## config.mk

```make
export PLATFORM = sky130hd
export DESIGN_NAME = timer_prescaler_compare_finder_flat
export DESIGN_NICKNAME = d
export VERILOG_FILES = /design/src/rtl/core/tpcf_pkg.sv /design/src/rtl/core/tpcf_if.sv /design/src/rtl/core/tpcf_qcalc.sv /design/src/rtl/core/tpcf_divider.sv /design/src/rtl/core/timer_prescaler_compare_finder.sv /design/src/flat_wrapper.sv
export SDC_FILE = /design/constraint.sdc
export NUM_CORES = 2
export LEC_CHECK = 0
export ABC_AREA = 0
export ABC_CLOCK_PERIOD_IN_PS = 12110
export BUFFER_PORTS_ARGS = -buffer_cell sky130_fd_sc_hd__buf_2
export CORE_MARGIN = 2
export CORE_UTILIZATION = 36
export CTS_CLUSTER_DIAMETER = 60
export CTS_CLUSTER_SIZE = 24
export DETAILED_ROUTE_END_ITERATION = 10
export PLACE_DENSITY = 0.58
export SETUP_SLACK_MARGIN = 0.3
export SKIP_CTS_REPAIR_TIMING = 1
export SLEW_MARGIN = 30
export SYNTH_ARGS = -nofsm -noshare
export SYNTH_HDL_FRONTEND = slang
export SYNTH_SLANG_ARGS = --single-unit
```

## constraint.sdc

```tcl
create_clock -name clk_i -period 12.11 [get_ports clk_i]
set_input_delay 0.6055 -clock clk_i [delete_from_list [all_inputs] [get_ports clk_i]]
set_output_delay 0.6055 -clock clk_i [all_outputs]
set_load 0.01 [all_outputs]
```

## src/rtl/core/tpcf_pkg.sv

```systemverilog
// ----------------------------------------------------------------------------
// Timer prescaler finder package
// Widths, constants, prescaler shift tables and shared types.
// ----------------------------------------------------------------------------
`default_nettype none

package tpcf_pkg;

  // Field widths.
  localparam int REQ_W   = 26;
  localparam int SEL_W   = 2;
  localparam int CODE_W  = 3;
  localparam int CMP_W   = 16;
  localparam int ACT_W   = 26;
  localparam int HZ_W    = 27;
  localparam int SHIFT_W = 4;

  localparam int NUM_CODES   = 1 << CODE_W;
  localparam int NARROW_BITS = 8;
  localparam int MAX_SHIFT   = 10;

  // Time is counted in units of 1/120 microsecond.
  localparam int UNITS_PER_US = 120;
  localparam logic [HZ_W-1:0] UNITS_PER_SEC = HZ_W'(120000000);
  localparam logic [HZ_W-1:0] HZ_RESET      = HZ_W'(8000000);

  // Internal widths.
  localparam int Q_W   = HZ_W;              // CPU tick length in units
  localparam int X_W   = REQ_W + 7;         // requested period in units
  localparam int LIM_W = Q_W + CMP_W;       // compare limit times tick length
  localparam int THR_W = LIM_W + MAX_SHIFT; // limit scaled by the prescaler
  localparam int Y_W   = CMP_W + Q_W;       // ticks times tick length
  localparam int Z_W   = Y_W + MAX_SHIFT - 3;
  localparam int V_W   = 30;

  // Values that belong to the reset clock.
  localparam int Q_RESET_INT = 120000000 / 8000000;
  localparam logic [Q_W-1:0]   Q_RESET          = Q_W'(Q_RESET_INT);
  localparam logic [LIM_W-1:0] LIM_WIDE_RESET   =
    LIM_W'(Q_RESET_INT * ((1 << CMP_W) - 1));
  localparam logic [LIM_W-1:0] LIM_NARROW_RESET =
    LIM_W'(Q_RESET_INT * ((1 << NARROW_BITS) - 1));

  // Division by 15 through a reciprocal, exact for operands below 2^30.
  localparam int RECIP_W     = 31;
  localparam int RECIP_SHIFT = 34;
  localparam logic [RECIP_W-1:0] RECIP_15 = RECIP_W'(1145324613);
  localparam logic [Z_W-1:0] SAT_LIMIT = Z_W'(15) << ACT_W;
  localparam logic [ACT_W-1:0] ACT_MAX = '1;

  // Prescaler shifts by clock-select code; NO_SHIFT marks an unusable code.
  localparam logic [SHIFT_W-1:0] NO_SHIFT = '1;
  localparam logic [SHIFT_W-1:0] COARSE_SHIFT [NUM_CODES] =
    '{NO_SHIFT, 4'd0, 4'd3, 4'd6, 4'd8, 4'd10, NO_SHIFT, NO_SHIFT};
  localparam logic [SHIFT_W-1:0] FINE_SHIFT [NUM_CODES] =
    '{NO_SHIFT, 4'd0, 4'd3, 4'd5, 4'd6, 4'd7, 4'd8, 4'd10};

  typedef enum logic [SEL_W-1:0] {
    TMR_NARROW = 2'd0,
    TMR_WIDE   = 2'd1,
    TMR_FINE   = 2'd2,
    TMR_NONE   = 2'd3
  } tmr_sel_e;

  typedef enum logic [2:0] {
    QC_IDLE = 3'b001,
    QC_DIV  = 3'b010,
    QC_LIM  = 3'b100
  } qc_state_e;

  // Clock-derived quantities, held stable between configuration writes.
  typedef struct packed {
    logic [Q_W-1:0]   q;
    logic [LIM_W-1:0] lim_wide;
    logic [LIM_W-1:0] lim_narrow;
  } clk_info_t;

  // Per-transaction control that rides alongside the divider.
  typedef struct packed {
    logic               found;
    logic [CODE_W-1:0]  code;
    logic [SHIFT_W-1:0] shift;
  } side_t;

endpackage

`default_nettype wire

```

## src/rtl/core/tpcf_if.sv

```systemverilog
// ----------------------------------------------------------------------------
// Timer prescaler finder channels
// Request and response valid/ready channels with their payloads.
// ----------------------------------------------------------------------------
`default_nettype none

interface tpcf_req_if;
  logic                       valid;
  logic                       ready;
  logic [tpcf_pkg::REQ_W-1:0] req_us;
  logic [tpcf_pkg::SEL_W-1:0] timer_select;

  modport source (output valid, req_us, timer_select, input ready);
  modport sink (input valid, req_us, timer_select, output ready);
endinterface

interface tpcf_rsp_if;
  logic                        valid;
  logic                        ready;
  logic                        found;
  logic [tpcf_pkg::CODE_W-1:0] prescale_select;
  logic [tpcf_pkg::CMP_W-1:0]  compare_value;
  logic [tpcf_pkg::ACT_W-1:0]  actual_us;

  modport source (output valid, found, prescale_select, compare_value, actual_us,
                  input ready);
  modport sink (input valid, found, prescale_select, compare_value, actual_us,
                output ready);
endinterface

`default_nettype wire

```

## src/rtl/core/tpcf_qcalc.sv

```systemverilog
// ----------------------------------------------------------------------------
// Timer prescaler finder clock unit
// Holds the CPU clock and derives the tick length and compare limits from it.
// ----------------------------------------------------------------------------
`default_nettype none

module tpcf_qcalc (
  input  logic                      clk_i,
  input  logic                      rst_ni,
  input  logic                      cfg_we_i,
  input  logic [tpcf_pkg::HZ_W-1:0] cfg_wdata_i,
  output logic                      busy_o,
  output tpcf_pkg::clk_info_t       info_o
);

  localparam int STEPS = tpcf_pkg::HZ_W;
  localparam int CNT_W = $clog2(STEPS);

  tpcf_pkg::qc_state_e state_q, state_d;
  logic [tpcf_pkg::HZ_W-1:0] div_q;
  logic [tpcf_pkg::HZ_W-1:0] num_q, num_d;
  logic [tpcf_pkg::HZ_W-1:0] rem_q, rem_d;
  logic [tpcf_pkg::Q_W-1:0]  quo_q, quo_d;
  logic [CNT_W-1:0]          cnt_q, cnt_d;
  tpcf_pkg::clk_info_t       info_q, info_d;

  logic [tpcf_pkg::HZ_W:0]   rem_sh;
  logic                      ge;
  logic [tpcf_pkg::Q_W-1:0]  q_fin;

  // One quotient bit per cycle, restoring.
  assign rem_sh = {rem_q, num_q[tpcf_pkg::HZ_W-1]};
  assign ge     = rem_sh >= {1'b0, div_q};
  // A zero clock yields no tick length at all.
  assign q_fin  = (div_q == '0) ? '0 : quo_q;

  always_comb begin
    state_d = state_q;
    num_d   = num_q;
    rem_d   = rem_q;
    quo_d   = quo_q;
    cnt_d   = cnt_q;
    info_d  = info_q;
    case (state_q)
      tpcf_pkg::QC_IDLE: begin
      end
      tpcf_pkg::QC_DIV: begin
        num_d = num_q << 1;
        rem_d = ge ? tpcf_pkg::HZ_W'(rem_sh - {1'b0, div_q})
                   : tpcf_pkg::HZ_W'(rem_sh);
        quo_d = {quo_q[tpcf_pkg::Q_W-2:0], ge};
        cnt_d = cnt_q + 1'b1;
        if (cnt_q == CNT_W'(STEPS - 1)) begin
          state_d = tpcf_pkg::QC_LIM;
        end
      end
      tpcf_pkg::QC_LIM: begin
        info_d.q          = q_fin;
        info_d.lim_wide   = (tpcf_pkg::LIM_W'(q_fin) << tpcf_pkg::CMP_W)
                            - tpcf_pkg::LIM_W'(q_fin);
        info_d.lim_narrow = (tpcf_pkg::LIM_W'(q_fin) << tpcf_pkg::NARROW_BITS)
                            - tpcf_pkg::LIM_W'(q_fin);
        state_d           = tpcf_pkg::QC_IDLE;
      end
      default: begin
        state_d = tpcf_pkg::QC_IDLE;
      end
    endcase
    // A new write restarts the division whatever is under way.
    if (cfg_we_i) begin
      state_d = tpcf_pkg::QC_DIV;
      num_d   = tpcf_pkg::UNITS_PER_SEC;
      rem_d   = '0;
      quo_d   = '0;
      cnt_d   = '0;
    end
  end

  always_ff @(posedge clk_i or negedge rst_ni) begin
    if (!rst_ni) begin
      state_q <= tpcf_pkg::QC_IDLE;
      info_q  <= '{q:          tpcf_pkg::Q_RESET,
                   lim_wide:   tpcf_pkg::LIM_WIDE_RESET,
                   lim_narrow: tpcf_pkg::LIM_NARROW_RESET};
      cnt_q   <= '0;
    end else begin
      state_q <= state_d;
      info_q  <= info_d;
      cnt_q   <= cnt_d;
    end
  end

  always_ff @(posedge clk_i) begin
    if (cfg_we_i) begin
      div_q <= cfg_wdata_i;
    end
    num_q <= num_d;
    rem_q <= rem_d;
    quo_q <= quo_d;
  end

  assign busy_o = state_q != tpcf_pkg::QC_IDLE;
  assign info_o = info_q;

endmodule

`default_nettype wire

```

## src/rtl/core/tpcf_divider.sv

```systemverilog
// ----------------------------------------------------------------------------
// Timer prescaler finder tick divider
// Pipelined restoring divider, one quotient bit per stage, with side data.
// ----------------------------------------------------------------------------
`default_nettype none

module tpcf_divider (
  input  logic                       clk_i,
  input  logic                       rst_ni,
  input  logic [tpcf_pkg::Q_W-1:0]   q_i,
  input  logic                       up_valid_i,
  output logic                       up_ready_o,
  input  logic [tpcf_pkg::X_W-1:0]   up_dividend_i,
  input  tpcf_pkg::side_t            up_side_i,
  output logic                       dn_valid_o,
  input  logic                       dn_ready_i,
  output logic [tpcf_pkg::CMP_W-1:0] dn_quot_o,
  output tpcf_pkg::side_t            dn_side_o
);

  localparam int N     = tpcf_pkg::CMP_W;
  localparam int IDX_W = $clog2(N);
  localparam int DIV_W = tpcf_pkg::Q_W + N;

  typedef struct packed {
    logic [tpcf_pkg::X_W-1:0] rem;
    logic [N-1:0]             quo;
    tpcf_pkg::side_t          side;
  } stage_t;

  logic [N-1:0] valid_q;
  stage_t       stage_q [N];
  logic [N-1:0] cur_v;
  stage_t       cur_s [N];
  stage_t       nxt_s [N];
  logic [N-1:0] adv;

  always_comb begin
    cur_v[0] = up_valid_i;
    cur_s[0] = '{rem: up_dividend_i, quo: '0, side: up_side_i};
    for (int k = 1; k < N; k++) begin
      cur_v[k] = valid_q[k-1];
      cur_s[k] = stage_q[k-1];
    end
  end

  // Stage k decides quotient bit N-1-k.
  always_comb begin
    logic [DIV_W-1:0] dsr;
    for (int k = 0; k < N; k++) begin
      dsr      = DIV_W'(q_i) << (N - 1 - k);
      nxt_s[k] = cur_s[k];
      if (DIV_W'(cur_s[k].rem) >= dsr) begin
        nxt_s[k].rem = tpcf_pkg::X_W'(DIV_W'(cur_s[k].rem) - dsr);
        nxt_s[k].quo[IDX_W'(N - 1 - k)] = 1'b1;
      end
    end
  end

  // A stage loads when some stage at or after it is empty, or the sink takes.
  always_comb begin
    for (int k = 0; k < N; k++) begin
      adv[k] = dn_ready_i || (|(~valid_q & (N'({N{1'b1}}) << k)));
    end
  end

  always_ff @(posedge clk_i or negedge rst_ni) begin
    if (!rst_ni) begin
      valid_q <= '0;
    end else begin
      for (int k = 0; k < N; k++) begin
        if (adv[k]) begin
          valid_q[k] <= cur_v[k];
        end
      end
    end
  end

  always_ff @(posedge clk_i) begin
    for (int k = 0; k < N; k++) begin
      if (adv[k] && cur_v[k]) begin
        stage_q[k] <= nxt_s[k];
      end
    end
  end

  assign up_ready_o = adv[0];
  assign dn_valid_o = valid_q[N-1];
  assign dn_quot_o  = stage_q[N-1].quo;
  assign dn_side_o  = stage_q[N-1].side;

endmodule

`default_nettype wire

```

## src/rtl/core/timer_prescaler_compare_finder.sv

```systemverilog
// ----------------------------------------------------------------------------
// Timer prescaler and compare value finder
// Picks the first prescaler whose tick count fits the chosen timer and
// returns the clock-select code, the compare value and the achieved period.
// ----------------------------------------------------------------------------
//
//   Channel   Direction  Handshake        Payload
//   in_ch     sink       valid / ready    req_us, timer_select
//   out_ch    source     valid / ready    found, prescale_select,
//                                         compare_value, actual_us
//   cfg       sink       cfg_we_i         cfg_wdata_i (CPU clock in hertz)
//
// One transaction enters per cycle unless the output or the clock unit holds
// it off; each result passes in order through the input stage, prescaler
// selection, 16 divider stages (one quotient bit each), product, shift and
// saturation, output register. A clock write divides the unit rate by the
// clock bit-serially, then redoes the limits, with in_ch.ready low meanwhile.
// Reset is asynchronous and active low; tick length and limits return to 8 MHz.
// Each stage holds only while every stage behind it is full and the output
// waits, so bubbles close up under a stalled output and nothing is dropped.
// ----------------------------------------------------------------------------
`default_nettype none

module timer_prescaler_compare_finder (
  input  logic                      clk_i,
  input  logic                      rst_ni,
  input  logic                      cfg_we_i,
  input  logic [tpcf_pkg::HZ_W-1:0] cfg_wdata_i,
  tpcf_req_if.sink                  in_ch,
  tpcf_rsp_if.source                out_ch
);

  // --------------------------------------------------------------------------
  // Clock register and derived tick length.
  // --------------------------------------------------------------------------
  logic                qc_busy;
  tpcf_pkg::clk_info_t info;

  tpcf_qcalc u_qcalc (
    .clk_i       (clk_i),
    .rst_ni      (rst_ni),
    .cfg_we_i    (cfg_we_i),
    .cfg_wdata_i (cfg_wdata_i),
    .busy_o      (qc_busy),
    .info_o      (info)
  );

  // --------------------------------------------------------------------------
  // Stage advance terms. Every stage loads when it is empty or the stage after
  // it loads, so a stall only backs up as far as the first bubble.
  // --------------------------------------------------------------------------
  logic adv_0, adv_1, adv_m, adv_z, adv_o;
  logic div_up_ready;
  logic in_accept;

  logic v0_q, v1_q, vm_q, vz_q, vo_q;
  logic div_v;

  assign adv_o = !vo_q || out_ch.ready;
  assign adv_z = !vz_q || adv_o;
  assign adv_m = !vm_q || adv_z;
  assign adv_1 = !v1_q || div_up_ready;
  assign adv_0 = !v0_q || adv_1;

  // New requests are held off while the clock unit recomputes.
  assign in_ch.ready = adv_0 && !qc_busy;
  assign in_accept   = in_ch.valid && in_ch.ready;

  // --------------------------------------------------------------------------
  // Input stage: the request converted to 1/120 us units (times 128 minus
  // times 8).
  // --------------------------------------------------------------------------
  logic [tpcf_pkg::X_W-1:0] x0_q;
  tpcf_pkg::tmr_sel_e       sel0_q;

  always_ff @(posedge clk_i) begin
    if (adv_0 && in_accept) begin
      x0_q   <= (tpcf_pkg::X_W'(in_ch.req_us) << 7) - (tpcf_pkg::X_W'(in_ch.req_us) << 3);
      sel0_q <= tpcf_pkg::tmr_sel_e'(in_ch.timer_select);
    end
  end

  // --------------------------------------------------------------------------
  // Prescaler selection. A code fits when the request is shorter than the
  // compare limit times the prescaled tick, which is the same as saying the
  // truncated tick count plus one stays within the timer's width. The lowest
  // fitting code wins. A zero tick length gives zero limits, so nothing fits;
  // the unused timer select never fits either.
  // --------------------------------------------------------------------------
  logic                           sel_fine;
  logic [tpcf_pkg::LIM_W-1:0]     sel_lim;
  logic [tpcf_pkg::SHIFT_W-1:0]   code_sh [tpcf_pkg::NUM_CODES];
  logic [tpcf_pkg::NUM_CODES-1:0] fit;
  tpcf_pkg::side_t                pick;

  assign sel_fine = sel0_q == tpcf_pkg::TMR_FINE;
  assign sel_lim  = (sel0_q == tpcf_pkg::TMR_WIDE) ? info.lim_wide : info.lim_narrow;

  always_comb begin
    for (int c = 0; c < tpcf_pkg::NUM_CODES; c++) begin
      code_sh[c] = sel_fine ? tpcf_pkg::FINE_SHIFT[c] : tpcf_pkg::COARSE_SHIFT[c];
      fit[c]     = (code_sh[c] != tpcf_pkg::NO_SHIFT)
                   && (sel0_q != tpcf_pkg::TMR_NONE)
                   && (tpcf_pkg::THR_W'(x0_q) < (tpcf_pkg::THR_W'(sel_lim) << code_sh[c]));
    end
  end

  always_comb begin
    pick = '0;
    for (int c = tpcf_pkg::NUM_CODES - 1; c >= 1; c--) begin
      if (fit[c]) begin
        pick.found = 1'b1;
        pick.code  = tpcf_pkg::CODE_W'(c);
        pick.shift = code_sh[c];
      end
    end
  end

  // The prescaled division floor(x / (q << s)) is done as floor((x >> s) / q).
  logic [tpcf_pkg::X_W-1:0] d1_q;
  tpcf_pkg::side_t          side1_q;

  always_ff @(posedge clk_i) begin
    if (adv_1 && v0_q) begin
      d1_q    <= x0_q >> pick.shift;
      side1_q <= pick;
    end
  end

  // --------------------------------------------------------------------------
  // Tick count division.
  // --------------------------------------------------------------------------
  logic [tpcf_pkg::CMP_W-1:0] div_quot;
  tpcf_pkg::side_t            div_side;

  tpcf_divider u_divider (
    .clk_i         (clk_i),
    .rst_ni        (rst_ni),
    .q_i           (info.q),
    .up_valid_i    (v1_q),
    .up_ready_o    (div_up_ready),
    .up_dividend_i (d1_q),
    .up_side_i     (side1_q),
    .dn_valid_o    (div_v),
    .dn_ready_i    (adv_m),
    .dn_quot_o     (div_quot),
    .dn_side_o     (div_side)
  );

  // --------------------------------------------------------------------------
  // Achieved period: floor(ticks * q * 2^s / 120). The tick count times q is
  // registered first, then shifted and divided by 8, then divided by 15
  // through a reciprocal multiply. Anything at or above 15 * 2^26 after the
  // divide by 8 would exceed the 26-bit result and saturates.
  // --------------------------------------------------------------------------
  logic [tpcf_pkg::CMP_W-1:0] ticks;
  logic [tpcf_pkg::Y_W-1:0]   ym_q;
  logic [tpcf_pkg::CMP_W-1:0] tm_q;
  tpcf_pkg::side_t            sidem_q;

  assign ticks = div_quot + 1'b1;

  always_ff @(posedge clk_i) begin
    if (adv_m && div_v) begin
      ym_q    <= tpcf_pkg::Y_W'(ticks) * tpcf_pkg::Y_W'(info.q);
      tm_q    <= ticks;
      sidem_q <= div_side;
    end
  end

  logic [tpcf_pkg::THR_W-1:0] y_sh;
  logic [tpcf_pkg::Z_W-1:0]   z_val;
  logic [tpcf_pkg::V_W-1:0]   vz_val_q;
  logic                       satz_q;
  logic [tpcf_pkg::CMP_W-1:0] tz_q;
  tpcf_pkg::side_t            sidez_q;

  assign y_sh  = tpcf_pkg::THR_W'(ym_q) << sidem_q.shift;
  assign z_val = tpcf_pkg::Z_W'(y_sh >> 3);

  always_ff @(posedge clk_i) begin
    if (adv_z && vm_q) begin
      vz_val_q <= z_val[tpcf_pkg::V_W-1:0];
      satz_q   <= z_val >= tpcf_pkg::SAT_LIMIT;
      tz_q     <= tm_q;
      sidez_q  <= sidem_q;
    end
  end

  localparam int P_W = tpcf_pkg::V_W + tpcf_pkg::RECIP_W;

  logic [P_W-1:0]             recip_prod;
  logic [tpcf_pkg::ACT_W-1:0] act_val;

  assign recip_prod = P_W'(vz_val_q) * P_W'(tpcf_pkg::RECIP_15);
  assign act_val    = satz_q ? tpcf_pkg::ACT_MAX
                             : recip_prod[tpcf_pkg::RECIP_SHIFT +: tpcf_pkg::ACT_W];

  // --------------------------------------------------------------------------
  // Output register. A miss reports all fields zero.
  // --------------------------------------------------------------------------
  logic                        found_q;
  logic [tpcf_pkg::CODE_W-1:0] code_q;
  logic [tpcf_pkg::CMP_W-1:0]  cmp_q;
  logic [tpcf_pkg::ACT_W-1:0]  act_q;

  always_ff @(posedge clk_i) begin
    if (adv_o && vz_q) begin
      found_q <= sidez_q.found;
      code_q  <= sidez_q.found ? sidez_q.code : '0;
      cmp_q   <= sidez_q.found ? tz_q : '0;
      act_q   <= sidez_q.found ? act_val : '0;
    end
  end

  // Valid bits travel with the data.
  always_ff @(posedge clk_i or negedge rst_ni) begin
    if (!rst_ni) begin
      v0_q <= 1'b0;
      v1_q <= 1'b0;
      vm_q <= 1'b0;
      vz_q <= 1'b0;
      vo_q <= 1'b0;
    end else begin
      if (adv_0) begin
        v0_q <= in_accept;
      end
      if (adv_1) begin
        v1_q <= v0_q;
      end
      if (adv_m) begin
        vm_q <= div_v;
      end
      if (adv_z) begin
        vz_q <= vm_q;
      end
      if (adv_o) begin
        vo_q <= vz_q;
      end
    end
  end

  assign out_ch.valid           = vo_q;
  assign out_ch.found           = found_q;
  assign out_ch.prescale_select = code_q;
  assign out_ch.compare_value   = cmp_q;
  assign out_ch.actual_us       = act_q;

endmodule

`default_nettype wire

```

## src/flat_wrapper.sv

```systemverilog
// flat-port wrapper written by rule: the top's interface ports become plain ports
module timer_prescaler_compare_finder_flat 
  (clk_i, rst_ni, cfg_we_i, cfg_wdata_i, in_ch_valid, in_ch_req_us, in_ch_timer_select, in_ch_ready, out_ch_valid, out_ch_found, out_ch_prescale_select, out_ch_compare_value, out_ch_actual_us, out_ch_ready);
  tpcf_req_if in_ch_i ();
  tpcf_rsp_if out_ch_i ();
  input  logic clk_i;
  input  logic rst_ni;
  input  logic cfg_we_i;
  input  logic [tpcf_pkg::HZ_W-1:0] cfg_wdata_i;
  input wire logic [$bits(in_ch_i.valid)-1:0] in_ch_valid;
  input wire logic [$bits(in_ch_i.req_us)-1:0] in_ch_req_us;
  input wire logic [$bits(in_ch_i.timer_select)-1:0] in_ch_timer_select;
  output wire logic [$bits(in_ch_i.ready)-1:0] in_ch_ready;
  output wire logic [$bits(out_ch_i.valid)-1:0] out_ch_valid;
  output wire logic [$bits(out_ch_i.found)-1:0] out_ch_found;
  output wire logic [$bits(out_ch_i.prescale_select)-1:0] out_ch_prescale_select;
  output wire logic [$bits(out_ch_i.compare_value)-1:0] out_ch_compare_value;
  output wire logic [$bits(out_ch_i.actual_us)-1:0] out_ch_actual_us;
  input wire logic [$bits(out_ch_i.ready)-1:0] out_ch_ready;
  assign in_ch_i.valid = in_ch_valid;
  assign in_ch_i.req_us = in_ch_req_us;
  assign in_ch_i.timer_select = in_ch_timer_select;
  assign in_ch_ready = in_ch_i.ready;
  assign out_ch_valid = out_ch_i.valid;
  assign out_ch_found = out_ch_i.found;
  assign out_ch_prescale_select = out_ch_i.prescale_select;
  assign out_ch_compare_value = out_ch_i.compare_value;
  assign out_ch_actual_us = out_ch_i.actual_us;
  assign out_ch_i.ready = out_ch_ready;
  timer_prescaler_compare_finder u_core (.clk_i(clk_i), .rst_ni(rst_ni), .cfg_we_i(cfg_we_i), .cfg_wdata_i(cfg_wdata_i), .in_ch(in_ch_i), .out_ch(out_ch_i));
endmodule
```

After elaboration in Yosys (flattened, before gate mapping)
Memories as Yosys holds them, arrays and structs flattened.
Index checks and enable logic that the tools add are counted.
{"block": "op_classes", "addsub": 22, "mul": 2, "magnitude_cmp": 25, "eq_ne": 15, "shift": 7, "muxes": 77, "bitwise": 1, "n_reduce_logical": 82}
{"op": "$mux 33", "count": 16}
{"op": "$sub 33x33->33", "count": 10}
{"op": "$shl 43x4->53", "count": 6}
{"op": "$lt 33x53->1", "count": 5}
{"op": "$sub 33x29->33", "count": 2}
{"op": "$mul 30x31->60 const B", "count": 1}
{"op": "$mux 27", "count": 2}
{"op": "$ge 50x30->1 const B", "count": 1}
{"op": "$lt 33x46->1", "count": 1}
{"op": "$lt 33x43->1", "count": 1}
{"op": "$mul 16x27->43", "count": 1}
{"op": "$mux 43", "count": 1}
{"op": "$sub 43x27->43", "count": 1}
{"op": "$ge 33x42->1", "count": 1}
{"op": "$ge 33x41->1", "count": 1}
{"op": "$ge 33x40->1", "count": 1}
{"op": "$mux 1", "count": 40}
{"op": "$ge 33x39->1", "count": 1}
{"op": "$ge 33x38->1", "count": 1}
{"op": "$ge 33x37->1", "count": 1}
{"op": "$ge 33x36->1", "count": 1}
{"op": "$sub 35x27->36", "count": 1}
{"op": "$ge 33x35->1", "count": 1}
{"op": "$logic_and 1x1->1", "count": 35}
{"op": "58 further kinds", "count": 99}
{"block": "word_totals", "register_bits": 481, "ram_bits": 912, "in_bits": 60, "output_inout_bits": 48, "wordCells": 283, "n_memories": 1}
{"name": "u_core.u_divider.stage_q", "words": 16, "word_bits": 57, "read_ports": 16, "rd_ports_with_merged_regs": 0, "wr": 16, "line_no": "tpcf_divider.sv:32", "source": "stage_t stage_q [N];"}

Longest topological paths before layout
{"block": "logic_depth", "word_depth": 13, "ltp_mapped": 31, "ltp_nobuf": 29}

Modules after synthesis
From an unflattened synthesis, not the netlist that was laid out.
{"block": "unflattened", "hier_cells": 9501, "hier_area_um2": 95190.0}
{"module": "tpcf_divider", "n_inst": 1, "cells_per_inst": 3986, "area_each_um2": 43878.3}
{"module": "timer_prescaler_compare_finder", "n_inst": 1, "cells_per_inst": 4126, "area_each_um2": 39536.7}
{"module": "tpcf_qcalc", "n_inst": 1, "cells_per_inst": 1389, "area_each_um2": 11775.0}

Least setup slack after synthesis
OpenSTA, ideal clock, no wires.
{"block": "synth_timing", "path_type": "reg-to-reg", "from": "memory u_core.u_divider.stage_q[1][407] (netlist name)", "to": "register u_core.ym_q[36] (netlist name) (data pin)", "setup_ps": 262, "arrival_time_ps": 7358, "t_required_ps": 11848, "path_slack_ps": 4490, "stages_incl_launch_ff": 27, "n_path_buf": 2, "synth_period_minus_slack_ps": 7620, "cell_sequence": "edfxtp_1 > clkbuf_1 > nand3_1 > xnor2_1 > clkbuf_1 > nand2_1 > fa_1 > fa_1 > fa_1 > fa_1 > inv_1 > fa_1 > inv_1 > fa_1 > inv_1 > ha_1 > a21oi_1 > o21ai_1 > or4b_1 > and3_1 > a311o_1 > a41oi_2 > a211oi_1 > or3_1 > a31o_1 > a21oi_1 > xor2_1"}
{"item": "start: declaration", "line_no": "tpcf_divider.sv:32"}
{"item": "end signal: assignment", "line_no": "timer_prescaler_compare_finder.sv:165", "source": "ym_q <= tpcf_pkg::Y_W'(ticks) * tpcf_pkg::Y_W'(info.q);"}
{"item": "end: declaration", "line_no": "timer_prescaler_compare_finder.sv:157", "source": "logic [tpcf_pkg::Y_W-1:0] ym_q;"}

==> results by group <==
Critical path
  – Kind of cell with the highest combined delay on the critical path: adder cells
  – Worst setup path start: u_core.u_divider.stage_q[1][407]
  – Critical-path cell with the highest stage delay: sky130_fd_sc_hd__a2111oi_0
  – Path type of the worst setup path: reg2reg
  – Endpoint of the most critical setup path: u_core.ym_q[37]
  – Worst r2r path cells: 29
  – Worst R2R End: u_core.ym_q[37]
  – CP startpoint kind: register
  – Critical path endpoint category: register
  – Critical path depth: 29
  – Slack of the worst reg-to-reg path: 3490 ps
  – Maximum cell stage delay along the critical path: 820 ps
  – Crit-path max FO: 22
  – Critical path data arrival time: 9130 ps
  – Cell occurring most often along the worst timing path: sky130_fd_sc_hd__inv_1
  – Origin of the critical flop-to-flop path: u_core.u_divider.stage_q[1][407]
  – Worst endpoint required time: 12620 ps
  – Worst path bufs/invs: 7

Clock network
  – CTS Buffer Depth: 3
  – Clk sink count: 1095
  – Number of buffers inserted during clock tree synthesis: 106
  – H-Tree Level Count: 3
  – TritonCTS clock tree: built
  – Root Buffer Master: sky130_fd_sc_hd__clkbuf_16
  – Clock slew at the register clock pins of the worst setup and hold paths: 80 ps
  – Clock network latency to the later pin of the worst-skew pair: 780 ps

Synthesis
  – Synth cell count leaders: sky130_fd_sc_hd__ha_1 (1086), sky130_fd_sc_hd__edfxtp_1 (897), sky130_fd_sc_hd__nand2_1 (804)
  – Most common cell in the netlist: sky130_fd_sc_hd__ha_1
  – Post-synth EDFFs: 897
  – Top cells by area, synth: sky130_fd_sc_hd__edfxtp_1 (31%), sky130_fd_sc_hd__ha_1 (16%), sky130_fd_sc_hd__fa_1 (7.2%)
  – Distinct cells, synth: 99
  – Number of warnings issued by yosys: 0
  – Number of cells produced by synthesis: 8723
  – Asr flop ratio synth: 11.51%
  – Syn Std Cell Area: 0.08725 sq mm
  – Sequential-to-total area share from yosys stat: 36.17%
  – Seq cells post-synth: 1095
  – Synth Area per Inst: 10.00 sq um
  – Top cell type's share of synthesized area: 30.87%
  – Post-synth top area cell: sky130_fd_sc_hd__edfxtp_1
  – Dominant register cell in the synthesized netlist: sky130_fd_sc_hd__edfxtp_1

Floorplanning
  – DIE WIDTH: 496.3 um
  – Number of core rows: 180
  – Area inside the core boundary: 0.2408 sq mm
  – Die extent in y: 496.3 um
  – Area enclosed by the die boundary: 0.2463 sq mm
  – I/O pin cnt: 108
  – Initial standard-cell utilization of the core: 36.24%

Pwr
  – Static leakage: 40.11 nW
  – Power density relative to cell area: 103.8 mW/mm^2
  – Relative contribution of sequential cells to total power: 42.8%
  – Comb pwr share: 21.4%
  – Switching share of power: 31.28%
  – Maximum VDD drop: 0.1114 mV
  – Power Internal: 6.846 mW
  – Power share of the clock group: 35.8%
  – Net switching component of the power: 3.116 mW

STA
  – Setup tns final: 0 ps
  – Minimum period implied by the final worst setup slack: 8619 ps
  – Slew margin rel.: 30.74%
  – Total setup violations reported at the end of the flow: 0
  – Max-slew violation count: 0
  – Final setup margin: 3492 ps
  – Final worst clock skew: 42.82 ps
  – Transition time of the tightest slew-check pin: 1010 ps
  – Final worst path period share: 71.17%
  – Final Hold Vio Count: 0
  – Achievable frequency: 116.0 MHz
  – RSZ-0062 raised after global routing: false

Detailed routing
  – Highest signal layer in the routed design: met5
  – TritonRoute pass-1 iters: 5
  – Number of nets with antenna violations after detailed routing: 0
  – Drt first-iter violations: 4546
  – Routed wire length on met2: 110600 um
  – Routed wl met3: 13140 um
  – Wire length per cell after detailed routing: 19.80 um
  – Sum of routed wire length over all layers: 239600 um
  – Wire length on met1: 108700 um
  – Routed vias/inst: 5.434
  – Post-route DRC violation count: 0
  – Via total after detailed routing: 65752

Status
  – Run status: finished, final reports clean

Finish
  – Utilization after layout: 39.88%
  – Proportion of layout cells with a drive suffix above 1: 8.009%
  – Nets: 10283
  – Area growth from synthesis to final layout: 10.04%

Global routing
  – Vias in the first global route: 65684
  – Global-route wire length before repair: 373900 um
  – GRT overflow: 0
  – Antenna violations before repair: 5
  – Maximum number of pins on one net before global-route repair: 82
  – GRT Util Overall: 19.15%

Placement
  – Final Wtd Congestion: 0.9167
  – HPWL after detailed placement: 181900 um
  – DP Worst Slack: 3619 ps
  – Count of input and output buffers: 100

Job
  – # Max-Cap Violations: 0

Worst hold path
  – Worst min path class: in2reg
[cells by family (layout without fill, tap and decap cells)]
| family | after synthesis | count (layout) | share of synthesized area, % |
|---|---|---|---|
| AO/OA/AOI/OAI | 1993 | 1993 | 14.41 |
| adder cells (fa/ha/maj) | 1399 | 1399 | 22.76 |
| buffers and inverters | 1023 | 1205 | 4.504 |
| AND/OR/NAND/NOR | 2411 | 2411 | 13.05 |
| multiplexers | 351 | 351 | 4.586 |
| flip-flops | 1095 | 1095 | 36.17 |
| XOR/XNOR | 449 | 449 | 4.507 |
| other | 2 | 13 | 0.008608 |
[per-layer routing]
metal	up-vias	global-route usage (%)
li1	31683	-
met3	395	2.663
met5	-	0
met1	31941	26.10
met4	2	5.884
met2	1731	31.45
[registers in the layout, summed over array words and instances (netlist names), 2 cells and up]
signal / flops
u_core.tz_q: 9
u_core.tm_q: 9
u_core.u_qcalc.div_q: 27
u_core.sel0_q: 2
u_core.u_qcalc.info_o: 97
u_core.out_ch.actual_us: 26
u_core.ym_q: 38
u_core.vz_val_q: 30
u_core.out_ch.compare_value: 9
u_core.u_qcalc.cnt_q: 5
u_core.u_divider.valid_q: 16
u_core.sidem_q: 8
u_core.u_qcalc.state_q: 3
u_core.out_ch.prescale_select: 3
u_core.sidez_q: 4
u_core.u_qcalc.quo_q: 27
u_core.side1_q: 8
u_core.d1_q: 33
u_core.u_qcalc.num_q: 18
u_core.u_qcalc.rem_q: 27
u_core.u_divider.stage_q: 659
u_core.x0_q: 30
[worst min-delay path by stage]
| stage | startpoint | end | cells past startpoint | slack [ps] |
|---|---|---|---|---|
| after detailed placement | u_core.u_divider.stage_q[0][57] | u_core.u_divider.stage_q[0][114] | 0 | 400 |
| final | cfg_wdata_i[24] | u_core.u_qcalc.div_q[24] | 1 | 30 |
| after floorplan | rst_ni | u_core.out_ch.valid | 0 | 310 |
| after CTS | rst_ni | u_core.u_qcalc.info_o[107] | 1 | -210 |
| after global routing | cfg_wdata_i[24] | u_core.u_qcalc.div_q[24] | 1 | 4 |
| after global placement | u_core.u_divider.stage_q[1][176] | u_core.u_divider.stage_q[1][233] | 0 | 400 |
[per-stage QoR]
step | cell area (sq um) | std cells | power (mW) | hold WS, ps
floorplan | 87290 | 8733 | 5.899 | 309.9
global placement | 91690 | 11865 | 6.397 | 400.5
detailed placement | 91910 | 11873 | 6.445 | 404.5
CTS | 95680 | 12072 | 10.07 | -207.6
global route | 96000 | 12101 | 10.47 | 3.515
finish | 96000 | 12101 | 9.962 | 28.02
[power groups by stage]
| stage | combinational [mW] | sequential [mW] | clock [mW] |
|---|---|---|---|
| 6_report | 2.14 | 4.26 | 3.56 |
| 5_1_grt | 2.39 | 4.27 | 3.81 |
| 4_1_cts | 2.12 | 4.26 | 3.68 |
| 3_5_place_dp | 2.10 | 4.34 | 0 |
| 3_3_place_gp | 2.06 | 4.34 | 0 |
| 2_1_floorplan | 1.59 | 4.31 | 0 |
[cell usage in the layout (no fill, tap or decap), drive strengths merged, types with 56 or more instances in the layout]
| master | count |
|---|---|
| inv | 835 |
| nor2b | 97 |
| o31ai | 56 |
| mux2i | 176 |
| dfxtp | 72 |
| and2 | 104 |
| nand4 | 99 |
| a21oi | 588 |
| a211oi | 99 |
| xnor2 | 285 |
| nand3 | 137 |
| nand2b | 96 |
| mux2 | 155 |
| fa | 313 |
| nand2 | 807 |
| buf | 196 |
| nor2 | 607 |
| ha | 1086 |
| clkbuf | 111 |
| o21a | 96 |
| a21o | 229 |
| xor2 | 164 |
| edfxtp | 897 |
| nor4 | 57 |
| nor3 | 160 |
| o21ai | 484 |
| dfrtp | 103 |
[worst register-to-register path, delay by kind of cell (launching register included)]
kind                     cells  cell delay, ps
AO/OA/AOI/OAI                8            2300
XOR/XNOR                     1             710
adder cells (fa/ha/maj)      7            2740
buffers and inverters        7             810
flip-flops                   1             630
AND/OR/NAND/NOR              6            1160
[final cells by class]
cell class                 count  area, sq um
clock buffer                 111         2681
sequential                  1095        31560
timing repair buffer         222         1633
antenna                        1        2.502
clock inverter                88         1090
fill                       23397       144800
tap                         3185         3985
inverter                     784         2943
multi-input combinational   6615        52110
(Power assumes the default switching activity.)
